**config.mk**
```make
export PLATFORM = sky130hd
export DESIGN_NAME = readout_event_sanity_checker_core_flat
export DESIGN_NICKNAME = d
export VERILOG_FILES = /design/src/resc_pkg.sv /design/src/resc_if.sv /design/src/resc_front.sv /design/src/resc_queue.sv /design/src/resc_back.sv /design/src/readout_event_sanity_checker_core.sv /design/src/flat_wrapper.sv
export SDC_FILE = /design/constraint.sdc
export NUM_CORES = 1
export LEC_CHECK = 0
export BUFFER_PORTS_ARGS = -buffer_cell sky130_fd_sc_hd__buf_2
export CAP_MARGIN = 0
export CORE_MARGIN = 1
export CORE_UTILIZATION = 30
export CTS_CLUSTER_SIZE = 25
export DETAILED_ROUTE_END_ITERATION = 6
export PLACE_DENSITY = 0.5
export SLEW_MARGIN = 20
export SYNTH_ARGS = -nofsm -noshare
export SYNTH_HDL_FRONTEND = slang
export SYNTH_SLANG_ARGS = --single-unit
```
**constraint.sdc**
```tcl
create_clock -name clock -period 12.6 [get_ports clock]
set_clock_uncertainty 0.05 [all_clocks]
set_input_delay 1.26 -clock clock [delete_from_list [all_inputs] [get_ports clock]]
set_output_delay 1.26 -clock clock [all_outputs]
set_load 0.05 [all_outputs]
```
**src/resc_pkg.sv**
```systemverilog
// Shared types, constants and helper functions for the readout event sanity checker.
// Used by the channel interfaces and every module of the block; depends on nothing.
`timescale 1ns / 1ps

package resc_pkg;

   // Field widths
   localparam int WORD_W  = 32;
   localparam int SIZE_W  = 30;
   localparam int ID_W    = 36;
   localparam int CHECK_W = 7;

   // Check enable / error mask bit positions
   localparam int EN_SIZES   = 0;
   localparam int EN_PATTERN = 1;
   localparam int EN_START   = 2;
   localparam int EN_END     = 3;
   localparam int EN_ID      = 4;
   localparam int EN_DIU     = 5;
   localparam int EN_CMPL    = 6;

   localparam logic [CHECK_W-1:0] CHECK_RESET = 7'h7f;

   // Event format constants
   localparam logic [WORD_W-1:0] START_WORD     = 32'hffff_ffff;
   localparam logic [7:0]        HDR_VERSION_3  = 8'h03;
   localparam logic [3:0]        HDR_LEN_SHORT  = 4'd8;
   localparam logic [3:0]        HDR_LEN_LONG   = 4'd10;

   // Header word positions
   localparam logic [SIZE_W-1:0] IDX_START   = 30'd0;
   localparam logic [SIZE_W-1:0] IDX_ID_LOW  = 30'd1;
   localparam logic [SIZE_W-1:0] IDX_ID_HIGH = 30'd2;
   localparam logic [SIZE_W-1:0] IDX_MODE    = 30'd3;
   localparam logic [SIZE_W-1:0] IDX_SEED    = 30'd4;

   // Payload pattern generators
   localparam logic [1:0] PAT_INC = 2'd0;
   localparam logic [1:0] PAT_DEC = 2'd1;
   localparam logic [1:0] PAT_ROL = 2'd2;
   localparam logic [1:0] PAT_INV = 2'd3;

   // Queue between front and back
   localparam int QUEUE_DEPTH = 4;
   localparam int QUEUE_PTR_W = $clog2(QUEUE_DEPTH);
   localparam int QUEUE_CNT_W = $clog2(QUEUE_DEPTH + 1);

   // Classified item kinds
   typedef enum logic [1:0] {
      ITEM_OPEN,
      ITEM_WORD,
      ITEM_END
   } item_kind_type;

   // One classified transaction; for ITEM_OPEN word_a/word_b hold the
   // calculated and reported words, otherwise word_a is the event word.
   typedef struct packed {
      item_kind_type      kind;
      logic [SIZE_W-1:0]  index;
      logic [WORD_W-1:0]  word_a;
      logic [WORD_W-1:0]  word_b;
   } entry_type;

   typedef struct packed {
      logic full;
      logic empty;
   } queue_status_type;

   // Next value of the payload generator
   function automatic logic [WORD_W-1:0] advance_pattern(input logic [1:0] sel,
                                                          input logic [WORD_W-1:0] w);
      logic [WORD_W-1:0] r;
      begin
         unique case (sel)
            PAT_INC: r = w + 32'd1;
            PAT_DEC: r = w - 32'd1;
            PAT_ROL: r = {w[WORD_W-2:0], w[WORD_W-1]};
            PAT_INV: r = ~w;
            default: r = w;
         endcase
         return r;
      end
   endfunction

endpackage

```
**src/resc_if.sv**
```systemverilog
// Valid/ready channel interfaces: request, response and register write port.
// Depends on resc_pkg for field widths.
`timescale 1ns / 1ps

interface resc_req_if;
   logic                         valid;
   logic                         ready;
   logic                         mode;
   logic [resc_pkg::WORD_W-1:0]  calc_word;
   logic [resc_pkg::WORD_W-1:0]  reported_word;
   logic [resc_pkg::WORD_W-1:0]  data_word;

   modport source (output valid, mode, calc_word, reported_word, data_word, input ready);
   modport sink   (input valid, mode, calc_word, reported_word, data_word, output ready);
endinterface

interface resc_rsp_if;
   logic                          valid;
   logic                          ready;
   logic [resc_pkg::CHECK_W-1:0]  error_mask;
   logic [resc_pkg::ID_W-1:0]     event_tag;
   logic [resc_pkg::WORD_W-1:0]   error_total;

   modport source (output valid, error_mask, event_tag, error_total, input ready);
   modport sink   (input valid, error_mask, event_tag, error_total, output ready);
endinterface

interface resc_csr_if;
   logic                          valid;
   logic                          ready;
   logic [resc_pkg::CHECK_W-1:0]  data;

   modport source (output valid, data, input ready);
   modport sink   (input valid, data, output ready);
endinterface

```
**src/resc_front.sv**
```systemverilog
// Front end: accepts request transactions, tracks event framing and word index,
// and pushes classified entries into the queue. Depends on resc_pkg, resc_if.
`timescale 1ns / 1ps

module resc_front (
   input  logic                        clock,
   input  logic                        reset,
   resc_req_if.sink                    req_bus,
   input  resc_pkg::queue_status_type  q_status,
   output logic                        push,
   output resc_pkg::entry_type         push_entry
);

   logic                          in_event_ff, in_event_in;
   logic [resc_pkg::SIZE_W-1:0]   index_ff,    index_in;
   logic [resc_pkg::SIZE_W-1:0]   size_ff,     size_in;
   logic                          accept;

   // Take a transaction whenever the queue has room
   assign req_bus.ready = !q_status.full;
   assign accept        = req_bus.valid && req_bus.ready;

   // Classify and advance the framing state
   always_comb begin
      in_event_in       = in_event_ff;
      index_in          = index_ff;
      size_in           = size_ff;
      push              = 1'b0;
      push_entry.kind   = resc_pkg::ITEM_WORD;
      push_entry.index  = index_ff;
      push_entry.word_a = req_bus.data_word;
      push_entry.word_b = req_bus.reported_word;
      if (accept) begin
         if (!req_bus.mode) begin
            // descriptor: opens an event, dropping any open one
            push              = 1'b1;
            push_entry.kind   = resc_pkg::ITEM_OPEN;
            push_entry.word_a = req_bus.calc_word;
            in_event_in       = 1'b1;
            index_in          = '0;
            size_in           = req_bus.calc_word[resc_pkg::SIZE_W-1:0];
         end else if (in_event_ff) begin
            push = 1'b1;
            if (index_ff < size_ff) begin
               index_in = index_ff + 30'd1;
            end else begin
               push_entry.kind = resc_pkg::ITEM_END;
               in_event_in     = 1'b0;
               index_in        = '0;
            end
         end
      end
   end

   always_ff @(posedge clock) begin
      if (reset) begin
         in_event_ff <= 1'b0;
         index_ff    <= '0;
         size_ff     <= '0;
      end else begin
         in_event_ff <= in_event_in;
         index_ff    <= index_in;
         size_ff     <= size_in;
      end
   end

   // Index is parked at zero between events
   assert property (@(posedge clock) disable iff (reset) !in_event_ff |-> index_ff == '0)
      else $error("word index not cleared outside an event");

   // Nothing is pushed into a full queue
   assert property (@(posedge clock) disable iff (reset) push |-> !q_status.full)
      else $error("push into full queue");

   // Every push comes from an accepted transaction
   assert property (@(posedge clock) disable iff (reset)
                    push |-> (req_bus.valid && req_bus.ready))
      else $error("push without an accepted transaction");

endmodule

```
**src/resc_queue.sv**
```systemverilog
// Short FIFO of classified entries between the front and back ends.
// Depends on resc_pkg.
`timescale 1ns / 1ps

module resc_queue (
   input  logic                        clock,
   input  logic                        reset,
   input  logic                        push,
   input  resc_pkg::entry_type         push_entry,
   input  logic                        pop,
   output resc_pkg::entry_type         head_entry,
   output resc_pkg::queue_status_type  status
);

   resc_pkg::entry_type                   store_ff [resc_pkg::QUEUE_DEPTH];
   logic [resc_pkg::QUEUE_PTR_W-1:0]      wr_ptr_ff, wr_ptr_in;
   logic [resc_pkg::QUEUE_PTR_W-1:0]      rd_ptr_ff, rd_ptr_in;
   logic [resc_pkg::QUEUE_CNT_W-1:0]      count_ff,  count_in;

   localparam logic [resc_pkg::QUEUE_PTR_W-1:0] LAST_PTR =
      resc_pkg::QUEUE_PTR_W'(resc_pkg::QUEUE_DEPTH - 1);
   localparam logic [resc_pkg::QUEUE_CNT_W-1:0] FULL_CNT =
      resc_pkg::QUEUE_CNT_W'(resc_pkg::QUEUE_DEPTH);

   assign status.full  = (count_ff == FULL_CNT);
   assign status.empty = (count_ff == '0);
   assign head_entry   = store_ff[rd_ptr_ff];

   // Pointer and occupancy update
   always_comb begin
      wr_ptr_in = wr_ptr_ff;
      rd_ptr_in = rd_ptr_ff;
      count_in  = count_ff;
      if (push) begin
         wr_ptr_in = (wr_ptr_ff == LAST_PTR) ? '0 : wr_ptr_ff + 1'b1;
      end
      if (pop) begin
         rd_ptr_in = (rd_ptr_ff == LAST_PTR) ? '0 : rd_ptr_ff + 1'b1;
      end
      if (push && !pop) begin
         count_in = count_ff + 1'b1;
      end else if (pop && !push) begin
         count_in = count_ff - 1'b1;
      end
   end

   always_ff @(posedge clock) begin
      if (reset) begin
         wr_ptr_ff <= '0;
         rd_ptr_ff <= '0;
         count_ff  <= '0;
      end else begin
         wr_ptr_ff <= wr_ptr_in;
         rd_ptr_ff <= rd_ptr_in;
         count_ff  <= count_in;
      end
   end

   // Entry storage, no reset
   always_ff @(posedge clock) begin
      if (push) begin
         store_ff[wr_ptr_ff] <= push_entry;
      end
   end

   assert property (@(posedge clock) disable iff (reset) count_ff <= FULL_CNT)
      else $error("queue occupancy beyond depth");

   assert property (@(posedge clock) disable iff (reset) pop |-> !status.empty)
      else $error("pop from empty queue");

   assert property (@(posedge clock) disable iff (reset)
                    (push && !pop) |=> count_ff == $past(count_ff) + 1'b1)
      else $error("occupancy did not follow push");

endmodule

```
**src/resc_back.sv**
```systemverilog
// Back end: runs the per-word checks on queued entries, holds the check enable
// register and the result output register. Depends on resc_pkg, resc_if.
`timescale 1ns / 1ps

module resc_back (
   input  logic                        clock,
   input  logic                        reset,
   input  resc_pkg::entry_type         head_entry,
   input  resc_pkg::queue_status_type  q_status,
   output logic                        pop,
   resc_rsp_if.source                  rsp_bus,
   resc_csr_if.sink                    csr_bus
);

   logic [resc_pkg::CHECK_W-1:0]  check_enable_ff, check_enable_in;

   // Event state
   logic [resc_pkg::SIZE_W-1:0]   event_size_ff,   event_size_in;
   logic [resc_pkg::SIZE_W-1:0]   exp_size_ff,     exp_size_in;
   logic                          link_error_ff,   link_error_in;
   logic [1:0]                    cmpl_code_ff,    cmpl_code_in;
   logic                          hdr_long_ff,     hdr_long_in;
   logic [1:0]                    pat_mode_ff,     pat_mode_in;
   logic [resc_pkg::WORD_W-1:0]   pattern_ff,      pattern_in;
   logic                          start_err_ff,    start_err_in;
   logic                          pat_err_ff,      pat_err_in;
   logic [resc_pkg::ID_W-1:0]     cur_id_ff,       cur_id_in;
   logic [resc_pkg::ID_W-1:0]     next_id_ff,      next_id_in;
   logic                          id_valid_ff,     id_valid_in;
   logic [resc_pkg::WORD_W-1:0]   err_count_ff,    err_count_in;

   // Output register
   logic                          rsp_valid_ff,    rsp_valid_in;
   logic [resc_pkg::CHECK_W-1:0]  rsp_mask_ff,     rsp_mask_in;
   logic [resc_pkg::ID_W-1:0]     rsp_id_ff,       rsp_id_in;
   logic [resc_pkg::WORD_W-1:0]   rsp_total_ff,    rsp_total_in;

   logic                          is_end;
   logic                          end_pop;
   logic [resc_pkg::WORD_W-1:0]   w;
   logic [resc_pkg::SIZE_W-1:0]   idx;
   logic [3:0]                    hdr_len;
   logic                          start_err_now;
   logic [resc_pkg::CHECK_W-1:0]  raw;
   logic [resc_pkg::CHECK_W-1:0]  mask;

   assign csr_bus.ready = 1'b1;
   assign rsp_bus.valid       = rsp_valid_ff;
   assign rsp_bus.error_mask  = rsp_mask_ff;
   assign rsp_bus.event_tag   = rsp_id_ff;
   assign rsp_bus.error_total = rsp_total_ff;

   // Words keep draining while a result waits; only an end word needs the slot
   assign is_end  = (head_entry.kind == resc_pkg::ITEM_END);
   assign pop     = !q_status.empty && (!is_end || !rsp_valid_ff || rsp_bus.ready);
   assign end_pop = pop && is_end;

   assign w       = head_entry.word_a;
   assign idx     = head_entry.index;
   assign hdr_len = hdr_long_ff ? resc_pkg::HDR_LEN_LONG : resc_pkg::HDR_LEN_SHORT;

   // Check enable register
   always_comb begin
      check_enable_in = check_enable_ff;
      if (csr_bus.valid && csr_bus.ready) begin
         check_enable_in = csr_bus.data;
      end
   end

   // Per-entry checks and event state update
   always_comb begin
      event_size_in = event_size_ff;
      exp_size_in   = exp_size_ff;
      link_error_in = link_error_ff;
      cmpl_code_in  = cmpl_code_ff;
      hdr_long_in   = hdr_long_ff;
      pat_mode_in   = pat_mode_ff;
      pattern_in    = pattern_ff;
      start_err_in  = start_err_ff;
      pat_err_in    = pat_err_ff;
      cur_id_in     = cur_id_ff;
      next_id_in    = next_id_ff;
      id_valid_in   = id_valid_ff;
      err_count_in  = err_count_ff;
      rsp_valid_in  = rsp_valid_ff && !rsp_bus.ready;
      rsp_mask_in   = rsp_mask_ff;
      rsp_id_in     = rsp_id_ff;
      rsp_total_in  = rsp_total_ff;
      start_err_now = start_err_ff;
      raw           = '0;
      mask          = '0;

      if (pop) begin
         unique case (head_entry.kind)
            resc_pkg::ITEM_OPEN: begin
               event_size_in = head_entry.word_a[resc_pkg::SIZE_W-1:0];
               cmpl_code_in  = head_entry.word_a[31:30];
               exp_size_in   = head_entry.word_b[resc_pkg::SIZE_W-1:0];
               link_error_in = head_entry.word_b[30];
               hdr_long_in   = 1'b0;
               pat_mode_in   = resc_pkg::PAT_INC;
               pattern_in    = '0;
               start_err_in  = 1'b0;
               pat_err_in    = 1'b0;
               cur_id_in     = '0;
            end
            resc_pkg::ITEM_WORD,
            resc_pkg::ITEM_END: begin
               // header fields
               if (idx == resc_pkg::IDX_START && w != resc_pkg::START_WORD) begin
                  start_err_now = 1'b1;
               end
               start_err_in = start_err_now;
               if (idx == resc_pkg::IDX_ID_LOW) begin
                  cur_id_in[11:0] = w[11:0];
                  hdr_long_in     = (w[31:24] == resc_pkg::HDR_VERSION_3);
               end
               if (idx == resc_pkg::IDX_ID_HIGH) begin
                  cur_id_in[resc_pkg::ID_W-1:12] = w[23:0];
               end
               if (idx == resc_pkg::IDX_MODE) begin
                  pat_mode_in = w[4:3];
               end
               if (idx == resc_pkg::IDX_SEED) begin
                  pattern_in = w;
               end

               if (!is_end) begin
                  // payload word
                  if (idx >= {26'd0, hdr_len}) begin
                     if (w != pattern_ff) begin
                        pat_err_in = 1'b1;
                     end
                     pattern_in = resc_pkg::advance_pattern(pat_mode_ff, pattern_ff);
                  end
               end else begin
                  // end word: collect the result
                  raw[resc_pkg::EN_START]   = start_err_now;
                  raw[resc_pkg::EN_PATTERN] = pat_err_ff ||
                     (event_size_ff <= {26'd0, (hdr_long_in ? resc_pkg::HDR_LEN_LONG
                                                             : resc_pkg::HDR_LEN_SHORT)});
                  raw[resc_pkg::EN_SIZES]   = (event_size_ff != exp_size_ff);
                  raw[resc_pkg::EN_END]     = (w[30:0] != {1'b0, exp_size_ff});
                  raw[resc_pkg::EN_DIU]     = link_error_ff;
                  raw[resc_pkg::EN_CMPL]    = link_error_ff || (cmpl_code_ff != 2'd0);
                  if (check_enable_ff[resc_pkg::EN_ID]) begin
                     raw[resc_pkg::EN_ID] = id_valid_ff && (cur_id_in != next_id_ff);
                     next_id_in  = cur_id_in + 36'd1;
                     id_valid_in = 1'b1;
                  end
                  mask = raw & check_enable_ff;
                  if (mask != '0 && err_count_ff != '1) begin
                     err_count_in = err_count_ff + 32'd1;
                  end
                  rsp_valid_in = 1'b1;
                  rsp_mask_in  = mask;
                  rsp_id_in    = cur_id_in;
                  rsp_total_in = err_count_in;
                  start_err_in = 1'b0;
                  pat_err_in   = 1'b0;
               end
            end
            default: begin
            end
         endcase
      end
   end

   always_ff @(posedge clock) begin
      if (reset) begin
         check_enable_ff <= resc_pkg::CHECK_RESET;
         event_size_ff   <= '0;
         exp_size_ff     <= '0;
         link_error_ff   <= 1'b0;
         cmpl_code_ff    <= '0;
         hdr_long_ff     <= 1'b0;
         pat_mode_ff     <= resc_pkg::PAT_INC;
         pattern_ff      <= '0;
         start_err_ff    <= 1'b0;
         pat_err_ff      <= 1'b0;
         cur_id_ff       <= '0;
         next_id_ff      <= '0;
         id_valid_ff     <= 1'b0;
         err_count_ff    <= '0;
         rsp_valid_ff    <= 1'b0;
      end else begin
         check_enable_ff <= check_enable_in;
         event_size_ff   <= event_size_in;
         exp_size_ff     <= exp_size_in;
         link_error_ff   <= link_error_in;
         cmpl_code_ff    <= cmpl_code_in;
         hdr_long_ff     <= hdr_long_in;
         pat_mode_ff     <= pat_mode_in;
         pattern_ff      <= pattern_in;
         start_err_ff    <= start_err_in;
         pat_err_ff      <= pat_err_in;
         cur_id_ff       <= cur_id_in;
         next_id_ff      <= next_id_in;
         id_valid_ff     <= id_valid_in;
         err_count_ff    <= err_count_in;
         rsp_valid_ff    <= rsp_valid_in;
      end
   end

   // Result payload, no reset
   always_ff @(posedge clock) begin
      rsp_mask_ff  <= rsp_mask_in;
      rsp_id_ff    <= rsp_id_in;
      rsp_total_ff <= rsp_total_in;
   end

   // An end word always lands in the output register
   assert property (@(posedge clock) disable iff (reset) end_pop |=> rsp_valid_ff)
      else $error("end word produced no result");

   // An end word never overwrites a result still waiting
   assert property (@(posedge clock) disable iff (reset)
                    end_pop |-> (!rsp_valid_ff || rsp_bus.ready))
      else $error("result overwritten");

   // The error counter only moves on an end word
   assert property (@(posedge clock) disable iff (reset)
                    !end_pop |=> $stable(err_count_ff))
      else $error("error count changed without an end word");

endmodule

```
**src/readout_event_sanity_checker_core.sv**
```systemverilog
// Top level of the readout event sanity checker: front end, queue and back end.
// Depends on resc_pkg, resc_if, resc_front, resc_queue, resc_back.
`timescale 1ns / 1ps

// Usage
//   req_bus : one transaction per event descriptor (mode 0) or event word
//             (mode 1). A descriptor opens an event; words follow from index 0.
//   rsp_bus : one transaction per event, on its end word (the word at index
//             size): error mask, 36-bit event ID and the saturating error total.
//   csr_bus : writes the 7-bit check enable register; always ready. Write it
//             only while no event is in flight.
// Throughput: one request transaction per cycle while the queue has room;
//   non-end words keep draining while a result waits in the output register.
// Result path: an end word goes through the queue and the output register;
//   it is popped once at the queue head and the output register is free.
// Stall: when rsp_bus stalls, the back end keeps draining non-end words; an
//   end word waits at the head of the 4-entry queue, and req_bus.ready drops
//   once the queue fills.
// Reset: queue empty, no event open, no previous event ID, error total zero,
//   check enable set to all ones.

module readout_event_sanity_checker_core (
   input  logic         clock,
   input  logic         reset,
   resc_req_if.sink     req_bus,
   resc_rsp_if.source   rsp_bus,
   resc_csr_if.sink     csr_bus
);

   logic                        push;
   logic                        pop;
   resc_pkg::entry_type         push_entry;
   resc_pkg::entry_type         head_entry;
   resc_pkg::queue_status_type  q_status;

   // Framing and classification
   resc_front u_front (
      .clock      (clock),
      .reset      (reset),
      .req_bus    (req_bus),
      .q_status   (q_status),
      .push       (push),
      .push_entry (push_entry)
   );

   // Decoupling queue
   resc_queue u_queue (
      .clock      (clock),
      .reset      (reset),
      .push       (push),
      .push_entry (push_entry),
      .pop        (pop),
      .head_entry (head_entry),
      .status     (q_status)
   );

   // Checks and result
   resc_back u_back (
      .clock      (clock),
      .reset      (reset),
      .head_entry (head_entry),
      .q_status   (q_status),
      .pop        (pop),
      .rsp_bus    (rsp_bus),
      .csr_bus    (csr_bus)
   );

endmodule
```
**src/flat_wrapper.sv**
```systemverilog
// flat-port wrapper written by rule: the top's interface ports become plain ports
module readout_event_sanity_checker_core_flat 
  (clock, reset, req_bus_valid, req_bus_mode, req_bus_calc_word, req_bus_reported_word, req_bus_data_word, req_bus_ready, rsp_bus_valid, rsp_bus_error_mask, rsp_bus_event_tag, rsp_bus_error_total, rsp_bus_ready, csr_bus_valid, csr_bus_data, csr_bus_ready);
  resc_req_if req_bus_i ();
  resc_rsp_if rsp_bus_i ();
  resc_csr_if csr_bus_i ();
  input  logic clock;
  input  logic reset;
  input wire logic [$bits(req_bus_i.valid)-1:0] req_bus_valid;
  input wire logic [$bits(req_bus_i.mode)-1:0] req_bus_mode;
  input wire logic [$bits(req_bus_i.calc_word)-1:0] req_bus_calc_word;
  input wire logic [$bits(req_bus_i.reported_word)-1:0] req_bus_reported_word;
  input wire logic [$bits(req_bus_i.data_word)-1:0] req_bus_data_word;
  output wire logic [$bits(req_bus_i.ready)-1:0] req_bus_ready;
  output wire logic [$bits(rsp_bus_i.valid)-1:0] rsp_bus_valid;
  output wire logic [$bits(rsp_bus_i.error_mask)-1:0] rsp_bus_error_mask;
  output wire logic [$bits(rsp_bus_i.event_tag)-1:0] rsp_bus_event_tag;
  output wire logic [$bits(rsp_bus_i.error_total)-1:0] rsp_bus_error_total;
  input wire logic [$bits(rsp_bus_i.ready)-1:0] rsp_bus_ready;
  input wire logic [$bits(csr_bus_i.valid)-1:0] csr_bus_valid;
  input wire logic [$bits(csr_bus_i.data)-1:0] csr_bus_data;
  output wire logic [$bits(csr_bus_i.ready)-1:0] csr_bus_ready;
  assign req_bus_i.valid = req_bus_valid;
  assign req_bus_i.mode = req_bus_mode;
  assign req_bus_i.calc_word = req_bus_calc_word;
  assign req_bus_i.reported_word = req_bus_reported_word;
  assign req_bus_i.data_word = req_bus_data_word;
  assign req_bus_ready = req_bus_i.ready;
  assign rsp_bus_valid = rsp_bus_i.valid;
  assign rsp_bus_error_mask = rsp_bus_i.error_mask;
  assign rsp_bus_event_tag = rsp_bus_i.event_tag;
  assign rsp_bus_error_total = rsp_bus_i.error_total;
  assign rsp_bus_i.ready = rsp_bus_ready;
  assign csr_bus_i.valid = csr_bus_valid;
  assign csr_bus_i.data = csr_bus_data;
  assign csr_bus_ready = csr_bus_i.ready;
  readout_event_sanity_checker_core u_core (.clock(clock), .reset(reset), .req_bus(req_bus_i), .rsp_bus(rsp_bus_i), .csr_bus(csr_bus_i));
endmodule
```
* Word-level counts from Yosys, hierarchy flattened *
Memory sizes are Yosys's and may differ from the RTL's. A register that Yosys moved wholly into a read port is not among the register bits.
Index checks and enable logic that the tools add are counted.

cells by class
  $add $sub $neg = 9
  order comparisons = 3
  equal/unequal tests = 23
  muxes and demuxes = 60
  bitwise operators = 3
  reduce and logical (&&, ||, !) cells = 36

operators with widths
  cell                                                                    number
  32-bit 2-to-1 mux                                                       6
  32-bit one-hot mux with 4 select lines                                  1
  30-bit 2-to-1 mux                                                       3
  24-bit 2-to-1 mux                                                       3
  36-bit one-hot mux with 2 select lines                                  1
  32-bit by 1-bit adder with 32-bit output, second input constant         2
  32-bit != test, second input constant                                   2
  32-bit one-hot mux with 2 select lines                                  1
  30-bit by 2-bit equality test with 1-bit output, second input constant  2
  36-bit by 1-bit adder with 36-bit output, second input constant         1
  12-bit 2-to-1 mux                                                       3
  36-bit != test                                                          1
  32-bit != test                                                          1
  32-bit NOT                                                              1
  32-bit by 1-bit subtractor with 32-bit output, second input constant    1
  31-bit by 30-bit != test with 1-bit output                              1
  30-bit by 1-bit adder with 30-bit output, second input constant         1
  30-bit by 1-bit equality test with 1-bit output, second input constant  1
  30-bit by 3-bit equality test with 1-bit output, second input constant  1
  30-bit by 4-bit greater-or-equal comparator with 1-bit output           1
  30-bit by 4-bit less-or-equal comparator with 1-bit output              1
  30-bit logical NOT                                                      1
  30-bit < comparator                                                     1
  30-bit != test                                                          1
  28 further kinds                                                        96

word-level totals
  bits in registers = 356
  memory bits (writable) = 384
  input port bits = 109
  word-level logic and storage cells = 159
  memories = 1

memory list
  name                     depth  width  read ports  clocked after memory_dff  wr ports  line              RTL
  u_core.u_queue.store_ff  4      96     1           1                         1         resc_queue.sv:15  resc_pkg::entry_type store_ff [resc_pkg::QUEUE_DEPTH];

* Longest topological paths before layout *
Gate-level depths: netlist of run 1.

  word-level depth = 16
  depth in mapped cells = 29
  depth with buffers taken out = 19

* By module *
A second synthesis of run 1 with hierarchy kept.

second synthesis, totals
  cells, all modules = 3158
  area total of the unflattened synthesis = 35373.9 um^2

by module, submodules not included
  module      instances  cells each  area an instance (um^2)  sequential area each (um^2)
  resc_back   1          2074        17250.3                  6516.2
  resc_queue  1          546         14283.7                  11711.2
  resc_front  1          538         3839.9                   1221.2

* Worst setup path before layout of run 1 *
Ideal clock, no wire load.

  kind = reg-to-reg
  from = register (tool-made name)
  to = register u_core.u_back.err_count_ff[20] (netlist name)
  library setup time = 58 ps
  arrival = 5975 ps
  path slack = 6517 ps
  cell stages (with the launch flop) = 17
  buffers on the path = 7
  period minus slack after synthesis = 6083 ps
  cells stage by stage = dfxtp_1 > buf_6 > buf_6 > buf_6 > buf_2 > buf_1 > mux4_2 > ha_1 > nand2_1 > o31a_1 > clkbuf_1 > nand3_1 > inv_1 > buf_1 > nand4_1 > nor3_1 > a21o_1

RTL lines
  element               line              RTL
  to (signal assigned)  resc_back.sv:200  err_count_ff <= err_count_in;
  to (decl)             resc_back.sv:30   logic [resc_pkg::WORD_W-1:0] err_count_ff, err_count_in;

==> results.sh, run 1 <==
export IMPL_status="finished, final reports clean"
export IMPL_drcViolationCount=0
export IMPL_critPathCaptureType="register"
export IMPL_setup_viol=0
export IMPL_cts_sinks=738
export IMPL_die_w_um=339
export IMPL_start_util=0.303
export IMPL_die_h_um=339
export IMPL_placement_io_buffers=184
export IMPL_cts_tree="done"
export IMPL_clk_pin_slew_ns=0.06
export IMPL_async_flop_share=0
export IMPL_core_um2=113000
export IMPL_rsz0062_at_grt="false"
export IMPL_numCtsBuffers=83
export IMPL_ys_top_cells_by_area="edfxtp_1 (40%), dfxtp_1 (17%), nand2_1 (5.7%), mux4_2 (4.6%), a21oi_1 (3.4%)"
export IMPL_synth_xor_xnor_area_share=0.0609
export IMPL_dp_hpwl_um=65900
export IMPL_finalHoldViolCount=0
export IMPL_synthFlopType="edfxtp_1"
export IMPL_yosys_warnings=0
export IMPL_finalSetupTns_ns=0
export IMPL_period_share=0.589
export IMPL_worstMarginPinSlew_ns=1.10
export IMPL_p_leak_nw=14.0
export IMPL_wl_per_cell_um=20.6
export IMPL_grt_pass1_vias=23100
export IMPL_synth_compound_area_frac=0.107
export IMPL_rows=123
export IMPL_syn_area_per_cell_um2=11.1
export IMPL_max_freq_ghz=0.135
export IMPL_holdWs_ns=0.402
export IMPL_synth_simple_gate_area_frac=0.139
export IMPL_worstPathArrival_ns=7.90
export IMPL_powerDensity_nw_per_um2=191
export IMPL_cts_repair_resized=0
export IMPL_final_nets=3401
export IMPL_drive_above_1_share=0.150
export IMPL_drt_wl_total_um=98500
export IMPL_worstHoldStart="u_core.u_back.next_id_ff[34]"
export IMPL_cts_root_buf="clkbuf_16"
export IMPL_track_usage=0.168
export IMPL_dr_pass1_iters=6
export IMPL_grt_pass1_wl_um=148000
export IMPL_ir_drop_mv=0.0961
export IMPL_synthesis_nets=3257
export IMPL_hold_buffers=0
export IMPL_drt_iter0_markers=1754
export IMPL_ff2ff_path_depth=17
export IMPL_grt_overflow=0
export IMPL_grt_max_degree=97
export IMPL_cp_required_ns=13.08
export IMPL_ys_seq_area_frac=0.567
export IMPL_reg2reg_slack_ns=5.17
export IMPL_yosysMostFrequentCell="nand2_1"
export IMPL_globalplace_congestion=0.879
export IMPL_yosysTopAreaCell="edfxtp_1"
export IMPL_min_path_cells=2
export IMPL_synth_top_area_frac=0.401
export IMPL_max_cap_viol_count=0
export IMPL_area_growth_pct=15.5
export IMPL_synthCells=3071
export IMPL_die_area_um2=115000
export IMPL_slew_headroom=0.260
export IMPL_synth_top_family_by_area="simple AND/OR/NAND/NOR gates"
export IMPL_vias=24000
export IMPL_synth_fa_ha_area_frac=0.0287
export IMPL_ioPinCount=187
export IMPL_synthMuxAreaShare=0.0686
export IMPL_ff_latch_area_um2=19300
export IMPL_multiInputGateArea_um2=13800
export IMPL_yosys_top_cells_count="nand2_1 (515), edfxtp_1 (455), dfxtp_1 (283)"
export IMPL_fill_cells=11300
export IMPL_path_class="register to register"
export IMPL_cts_setup_buffers=0
export IMPL_syn_area_um2=34100
export IMPL_clock_latency_ns=0.68
export IMPL_detail_route_antenna_nets=0
export IMPL_startpoint_type="register"
export IMPL_clk_path_buf_depth=3
export IMPL_yosysUniqueCellTypes=85
export IMPL_antenna_found_initial=2
export IMPL_path_max_fanout=54
export IMPL_min_period_ns=7.43
export IMPL_viasPerCell=5.02
export IMPL_htree_levels=3
export IMPL_drv_slew=0
export IMPL_hp_class="register to register"
export IMPL_ys_ff_latch=738
export IMPL_synth_edff_count=455
-- cell families (layout without fill, tap and decap cells) --
group / Yosys count / after routing
XOR/XNOR: 237 / 237
multiplexers: 142 / 142
adder cells (fa/ha/maj): 77 / 77
buffers and inverters: 245 / 455
flip-flops: 738 / 738
AO/OA/AOI/OAI: 592 / 592
other: 1 / 2
AND/OR/NAND/NOR: 1039 / 1039
-- sequential cells by signal, summed over array words and instances (netlist names), 3 cells and up, named ones only --
name and count:
u_core.u_back.check_enable_ff 7, u_core.u_front.size_ff 30, u_core.u_back.rsp_bus.error_total 32, u_core.u_back.next_id_ff 36
u_core.u_back.event_size_ff 30, u_core.u_back.pattern_ff 32, u_core.u_queue.count_ff 3, u_core.u_back.rsp_bus.event_tag 36
u_core.u_front.index_ff 30, u_core.u_back.err_count_ff 32, u_core.u_back.exp_size_ff 30, u_core.u_queue.store_ff 380
u_core.u_back.cur_id_ff 36, u_core.u_back.rsp_bus.error_mask 7
-- cell usage in the layout (no fill, tap or decap), types with 31 or more instances in the layout --
| cell type | netlist | final |
|---|---|---|
| mux2_2 | 31 | 31 |
| mux4_2 | 69 | 69 |
| xor2_1 | 123 | 123 |
| nor3_1 | 45 | 45 |
| ha_1 | 75 | 75 |
| a21oi_1 | 229 | 228 |
| nor2_1 | 176 | 175 |
| edfxtp_1 | 455 | 455 |
| inv_1 | 79 | 78 |
| nand2_1 | 515 | 514 |
| nand4_1 | 43 | 43 |
| a22oi_1 | 55 | 55 |
| mux2i_1 | 36 | 36 |
| dfxtp_1 | 283 | 279 |
| buf_2 | 18 | 183 |
| nor4_1 | 45 | 45 |
| clkbuf_16 | 0 | 84 |
| buf_4 | 7 | 39 |
| o21ai_0 | 132 | 132 |
| nand3_1 | 76 | 76 |
| xnor2_1 | 114 | 114 |
-- stage by stage --
stage	util	area, um2	worst slack, ns	power, W	std cells
after global routing	0.349	39400	4.65	0.00784	4781
final	0.350	39400	5.17	0.00753	4782
after global placement	0.324	36500	4.94	0.00509	4630
after detailed placement	0.324	36500	4.99	0.00510	4630
after floorplan	-	34100	6.52	0.00433	3071
after CTS	0.349	39400	4.96	0.00761	4781
-- critical path, cell delays in order (launching register included) --
cell	delay [ns]
dfxtp_4	0.45
buf_4	0.70
buf_4	0.67
mux4_2	0.72
or4_1	0.53
or4_1	0.41
o21ai_0	0.39
ha_1	0.32
a21oi_1	0.14
o21a_1	0.12
nor3_1	0.04
o21a_1	0.19
nor2_1	0.28
nor4bb_1	0.61
a31oi_4	0.45
nand2_4	0.56
nor4_1	0.15
mux2_1	0.33
-- metal layers --
layer,up-vias,global-route usage,part of all wire
met4,0,0.0482,0.022
met3,127,0.0244,0.048
met2,620,0.265,0.45
met5,-,0,0
met1,11800,0.240,0.47
li1,11500,-,-
-- final timing paths --
kind	to
max	u_core.u_back.err_count_ff[25]
min	u_core.u_back.next_id_ff[34]
max reg2reg	u_core.u_back.err_count_ff[25]
min reg2reg	u_core.u_back.next_id_ff[34]
-- layout make-up --
class                      count  share of cell area
timing repair buffer         224              0.0313
clock buffer                 105              0.0572
inverter                      80             0.00769
multi-input combinational   2088               0.350
antenna                        1           0.0000636
tap                         1500              0.0477
sequential                   738               0.491
clock inverter                46              0.0144
-- where the power goes --
group	internal (W)	total (W)	switching, W
Combinational	0.000637	0.00212	0.00148
Clock	0.00146	0.00250	0.00104
Sequential	0.00277	0.00291	0.000144
Total	0.00486	0.00753	0.00266
Power figures use the tool's default switching activity.
==> run 2: changes to the inputs <==
clock period = 6.9 ns   (was 12.6 ns; I/O delays follow)
==> results.sh, run 2 (synthesized netlist as in run 1, its figures left out) <==
export IMPL_utilization=0.350
export IMPL_die_h_um=339
export IMPL_ir_drop_mv=0.206
export IMPL_path_class="register to register"
export IMPL_cts_repair_resized=0
export IMPL_status="finished, final reports clean"
export IMPL_final_nets=3403
export IMPL_hp_class="input pin to register"
export IMPL_max_freq_ghz=0.171
export IMPL_cts_tree="done"
export IMPL_htree_levels=3
export IMPL_period_share=0.849
export IMPL_drt_wl_total_um=99200
export IMPL_max_cap_viol_count=0
export IMPL_wl_per_cell_um=20.7
export IMPL_intPower_w=0.00883
export IMPL_finalHoldViolCount=0
export IMPL_globalplace_congestion=0.868
export IMPL_start_util=0.303
export IMPL_cts_root_buf="clkbuf_16"
export IMPL_layout_common_cells="nand2_1 (514), edfxtp_1 (455), dfxtp_1 (279), a21oi_1 (228), buf_2 (183)"
export IMPL_drive_above_1_share=0.152
export IMPL_dr_pass1_iters=5
export IMPL_path_cells="mux4_2 > or4_1 > or4_1 > o21ai_0 > ha_1 > a21oi_1 > o21a_1 > nor3_1 > o21a_1 > nor2_1 > nor4bb_1 > buf_4 > and2_1 > a31oi_4 > nand2_4 > nor4_1 > mux2_1"
export IMPL_fill_cells=11300
export IMPL_rsz0062_at_grt="false"
export IMPL_crit_path_top_delay_cell="dfxtp_4"
export IMPL_slowest_delay_ns=0.79
export IMPL_p_seq_frac=0.391
export IMPL_setup_viol=0
export IMPL_detail_route_antenna_nets=0
export IMPL_fin_area_um2=39400
export IMPL_drv_slew=0
export IMPL_dp_hpwl_um=66700
export IMPL_ff_latch_area_um2=19300
export IMPL_clockPowerShare=0.330
export IMPL_powerDensity_nw_per_um2=348
export IMPL_postPlaceCellArea_um2=36600
export IMPL_power_total_w=0.0137
export IMPL_grt_pass1_wl_um=148000
export IMPL_finalSetupTns_ns=0
export IMPL_min_period_ns=5.86
export IMPL_grt_pass1_vias=23300
export IMPL_cp_required_ns=7.39
export IMPL_slew_headroom=0.240
export IMPL_drcViolationCount=0
export IMPL_clk_path_buf_depth=3
export IMPL_clock_latency_ns=0.67
export IMPL_core_um2=113000
export IMPL_grt_overflow=0
export IMPL_die_area_um2=115000
export IMPL_netSwitchingFraction=0.356
export IMPL_die_w_um=339
export IMPL_ioPinCount=187
export IMPL_cts_sinks=738
export IMPL_top_register="u_core.u_queue.store_ff"
export IMPL_track_usage=0.169
export IMPL_worstPathArrival_ns=6.34
export IMPL_drt_iter0_markers=2019
export IMPL_vias=24100
export IMPL_worstMarginPinSlew_ns=1.13
export IMPL_clk_pin_slew_ns=0.06
export IMPL_area_growth_pct=15.5
export IMPL_viasPerCell=5.03
export IMPL_critPathCaptureType="register"
export IMPL_hold_buffers=0
export IMPL_startpoint_type="register"
export IMPL_grt_max_degree=165
export IMPL_rows=123
export IMPL_largest_register_ffs=380
export IMPL_cts_setup_buffers=0
export IMPL_path_max_fanout=54
export IMPL_final_common_cell="nand2_1"
export IMPL_multiInputGateArea_um2=13800
export IMPL_antenna_found_initial=6
export IMPL_p_leak_nw=14.0
export IMPL_numCtsBuffers=83
export IMPL_placement_io_buffers=184
export IMPL_comb_power_share=0.279
export IMPL_p_switching_w=0.00488
[run 2: worst max-delay path, delay by kind of cell, from the launching register on]
family	cells	cell delay [ns]
flops	1	0.79
compound gates	5	1.02
fa+ha+maj	1	0.22
simple gates	8	2.40
mux	2	1.04
buf+inv	1	0.17
[run 2: power by group through the flow]
stage	logic (W)	clock network, W	registers, W
global placement	0.00383	0	0.00546
CTS	0.00385	0.00464	0.00537
finish	0.00382	0.00452	0.00536
floorplan	0.00233	0	0.00557
detailed placement	0.00384	0	0.00547
global route	0.00410	0.00480	0.00542
[run 2: path summary, 6_finish.rpt]
| check | start | endpoint | slack, ns | cells after the start |
|---|---|---|---|---|
| min reg2reg | u_core.u_back.next_id_ff[34] | u_core.u_back.next_id_ff[34] | 0.40 | 2 |
| min | req_bus_reported_word[21] | u_core.u_queue.store_ff[1][21] | 0.19 | 1 |
| max reg2reg | register | u_core.u_back.err_count_ff[25] | 1.04 | 17 |
| max | register | u_core.u_back.err_count_ff[25] | 1.04 | 17 |
[run 2: per-stage QoR]
| stage | cells | setup slack [ns] | hold WS [ns] |
|---|---|---|---|
| floorplan | 3071 | 0.817 | 0.382 |
| global placement | 4632 | 1.08 | 0.389 |
| detailed placement | 4632 | 0.987 | 0.395 |
| CTS | 4784 | 0.942 | 0.133 |
| global route | 4784 | 0.719 | 0.165 |
| finish | 4785 | 1.04 | 0.186 |
[run 2: per-layer routing]
layer / GRT usage / vias up / part of all wire
met2: 0.263 / 688 / 0.45
met3: 0.0292 / 143 / 0.058
met5: 0 / - / 0
met1: 0.236 / 11700 / 0.47
met4: 0.0582 / 0 / 0.028
li1: - / 11500 / -
[run 2: final cells by class]
cell class / count / area share
diodes: 1 / 0.0000635
clock buffers: 102 / 0.0572
clock inverters: 50 / 0.0142
inverters: 80 / 0.00769
multi-input cells: 2088 / 0.350
flip-flops and latches: 738 / 0.491
well taps: 1500 / 0.0476
repair buffers: 226 / 0.0319
==> run 3: changes to the inputs <==
PLACE_DENSITY = 0.52   (was 0.5)
clock period = 4.7 ns   (was 6.9 ns; I/O delays follow)
==> results.sh, run 3 (synthesized netlist as in run 1, its figures left out) <==
export IMPL_start_util=0.303
export IMPL_track_usage=0.170
export IMPL_dp_hpwl_um=69800
export IMPL_worstMarginPinSlew_ns=0.956
export IMPL_viasPerCell=4.99
export IMPL_fin_area_um2=41600
export IMPL_vias=24800
export IMPL_wl_per_cell_um=20.1
export IMPL_htree_levels=3
export IMPL_grt_pass1_wl_um=150000
export IMPL_max_cap_viol_count=0
export IMPL_layoutNonFillerInstCount=4964
export IMPL_numCtsBuffers=84
export IMPL_detail_route_antenna_nets=0
export IMPL_top_register="u_core.u_queue.store_ff"
export IMPL_power_total_w=0.0213
export IMPL_clk_pin_slew_ns=0.06
export IMPL_placement_io_buffers=184
export IMPL_drt_iter0_markers=2002
export IMPL_slew_headroom=0.363
export IMPL_rows=123
export IMPL_path_class="register to register"
export IMPL_critPathCaptureType="register"
export IMPL_globalplace_congestion=0.901
export IMPL_utilization=0.369
export IMPL_grt_max_degree=168
export IMPL_finalHoldViolCount=0
export IMPL_worstHoldStart="req_bus_calc_word[14]"
export IMPL_final_common_cell="nand2_1"
export IMPL_min_period_ns=4.68
export IMPL_worstPathArrival_ns=5.19
export IMPL_reg2reg_slack_ns=0.02
export IMPL_hp_class="input pin to register"
export IMPL_min_path_cells=3
export IMPL_drcViolationCount=0
export IMPL_hold_end="u_core.u_front.size_ff[14]"
export IMPL_fill_cells=11200
export IMPL_drive_above_1_share=0.199
export IMPL_core_um2=113000
export IMPL_max_freq_ghz=0.214
export IMPL_powerDensity_nw_per_um2=512
export IMPL_area_growth_pct=22.0
export IMPL_antenna_found_initial=3
export IMPL_status="finished, final reports clean"
export IMPL_holdWs_ns=0.0384
export IMPL_largest_register_ffs=380
export IMPL_layout_common_cells="nand2_1 (500), edfxtp_1 (455), dfxtp_1 (279), a21oi_1 (226), buf_2 (183)"
export IMPL_r2r_end="u_core.u_back.err_count_ff[29]"
export IMPL_die_area_um2=115000
export IMPL_clock_latency_ns=0.68
export IMPL_dr_pass1_iters=5
export IMPL_cts_root_buf="clkbuf_16"
export IMPL_dp_cells=4749
export IMPL_ioPinCount=187
export IMPL_rsz0062_at_grt="true"
export IMPL_cp_required_ns=5.22
export IMPL_ir_drop_mv=0.321
export IMPL_drt_wl_total_um=100000
export IMPL_grt_pass1_vias=23700
export IMPL_cts_sinks=738
export IMPL_path_max_fanout=12
export IMPL_die_w_um=339
export IMPL_cts_tree="done"
export IMPL_clk_path_buf_depth=3
export IMPL_period_share=0.995
export IMPL_final_nets=3578
export IMPL_die_h_um=339
export IMPL_grt_overflow=0
export IMPL_p_leak_nw=15.0
export IMPL_drv_slew=0
export IMPL_postPlaceCellArea_um2=37700
export IMPL_ff2ff_path_depth=20
export IMPL_startpoint_type="register"
export IMPL_setup_viol=0
run 3: cell count changes in the layout (fill, tap and decap cells not counted), moves of 11 or more:
| cell | change |
|---|---|
| buf_4 | +103 |
| dlygate4sd3_1 | +41 |
| nand2_1 | -14 |
| buf_12 | +13 |
| buf_6 | +11 |
| nand2_4 | +11 |
| nor3_1 | -11 |
run 3: worst max-delay path, cell delays in order (launching register included):
cell and delay, ns:
dfxtp_4 0.43, buf_6 0.13, mux4_2 0.53, or4_4 0.43, or4_4 0.44, o21ai_2 0.17, buf_6 0.13, ha_4 0.12
a21oi_2 0.04, o21a_1 0.17, nor3_2 0.14, o21a_1 0.20, nor2_4 0.05, nor4bb_4 0.16, and2_4 0.16, a31oi_4 0.27
nand2_4 0.12, buf_4 0.17, clkbuf_16 0.16, or3_1 0.34, a21oi_1 0.14
run 3: worst max-delay path by stage:
stage,startpoint,to,cells past startpoint
after global routing,register,u_core.u_back.err_count_ff[21],19
final,register,u_core.u_back.err_count_ff[29],20
after floorplan,register,u_core.u_back.err_count_ff[27],27
after CTS,register,u_core.u_back.err_count_ff[23],22
after detailed placement,register,u_core.u_back.err_count_ff[2],21
after global placement,register,u_core.u_back.err_count_ff[2],21
run 3: through the flow:
stage,worst slack [ns],setup TNS [ns]
floorplan,0.00184,0
finish,0.0242,0
global placement,-0.355,-5.79
detailed placement,-0.357,-5.87
global route,-0.191,-5.75
CTS,-0.0333,-0.141
run 3: area by class of cell:
| type | instances | area [um2] | share of cell area |
|---|---|---|---|
| sequential | 738 | 19300 | 0.465 |
| inverter | 80 | 303 | 0.00728 |
| tap | 1500 | 1880 | 0.0451 |
| clock buffer | 106 | 2290 | 0.0550 |
| clock inverter | 51 | 612 | 0.0147 |
| timing repair buffer | 400 | 2940 | 0.0706 |
| antenna | 1 | 2.50 | 0.0000602 |
| multi-input combinational | 2088 | 14200 | 0.342 |
run 3: routing by layer:
metal  GRT usage  vias up  routed length [um]
li1            -    11900                   -
met1       0.238    12100               46700
met3      0.0321      148                5670
met4      0.0535        2                2580
met5           0        -                  13
met2       0.265      674               45000
run 3: where the power goes:
group / internal, W / leakage [nW] / switching [W] / total, W
Sequential: 0.00742 / 6.49 / 0.000334 / 0.00775
Combinational: 0.00246 / 7.15 / 0.00430 / 0.00676
Clock: 0.00395 / 1.40 / 0.00284 / 0.00679
Total: 0.0138 / 15.0 / 0.00748 / 0.0213
run 3: timing repair:
item / CTS / global route
endpoints found under the setup margin: 58 / 67
buffers inserted: 5 / 10
pin swaps: 12 / 15
gates resized for setup: 26 / 66
hold endpoints to repair: 134 / 0
gates cloned: 1 / 1
hold buffers: 41 / 0
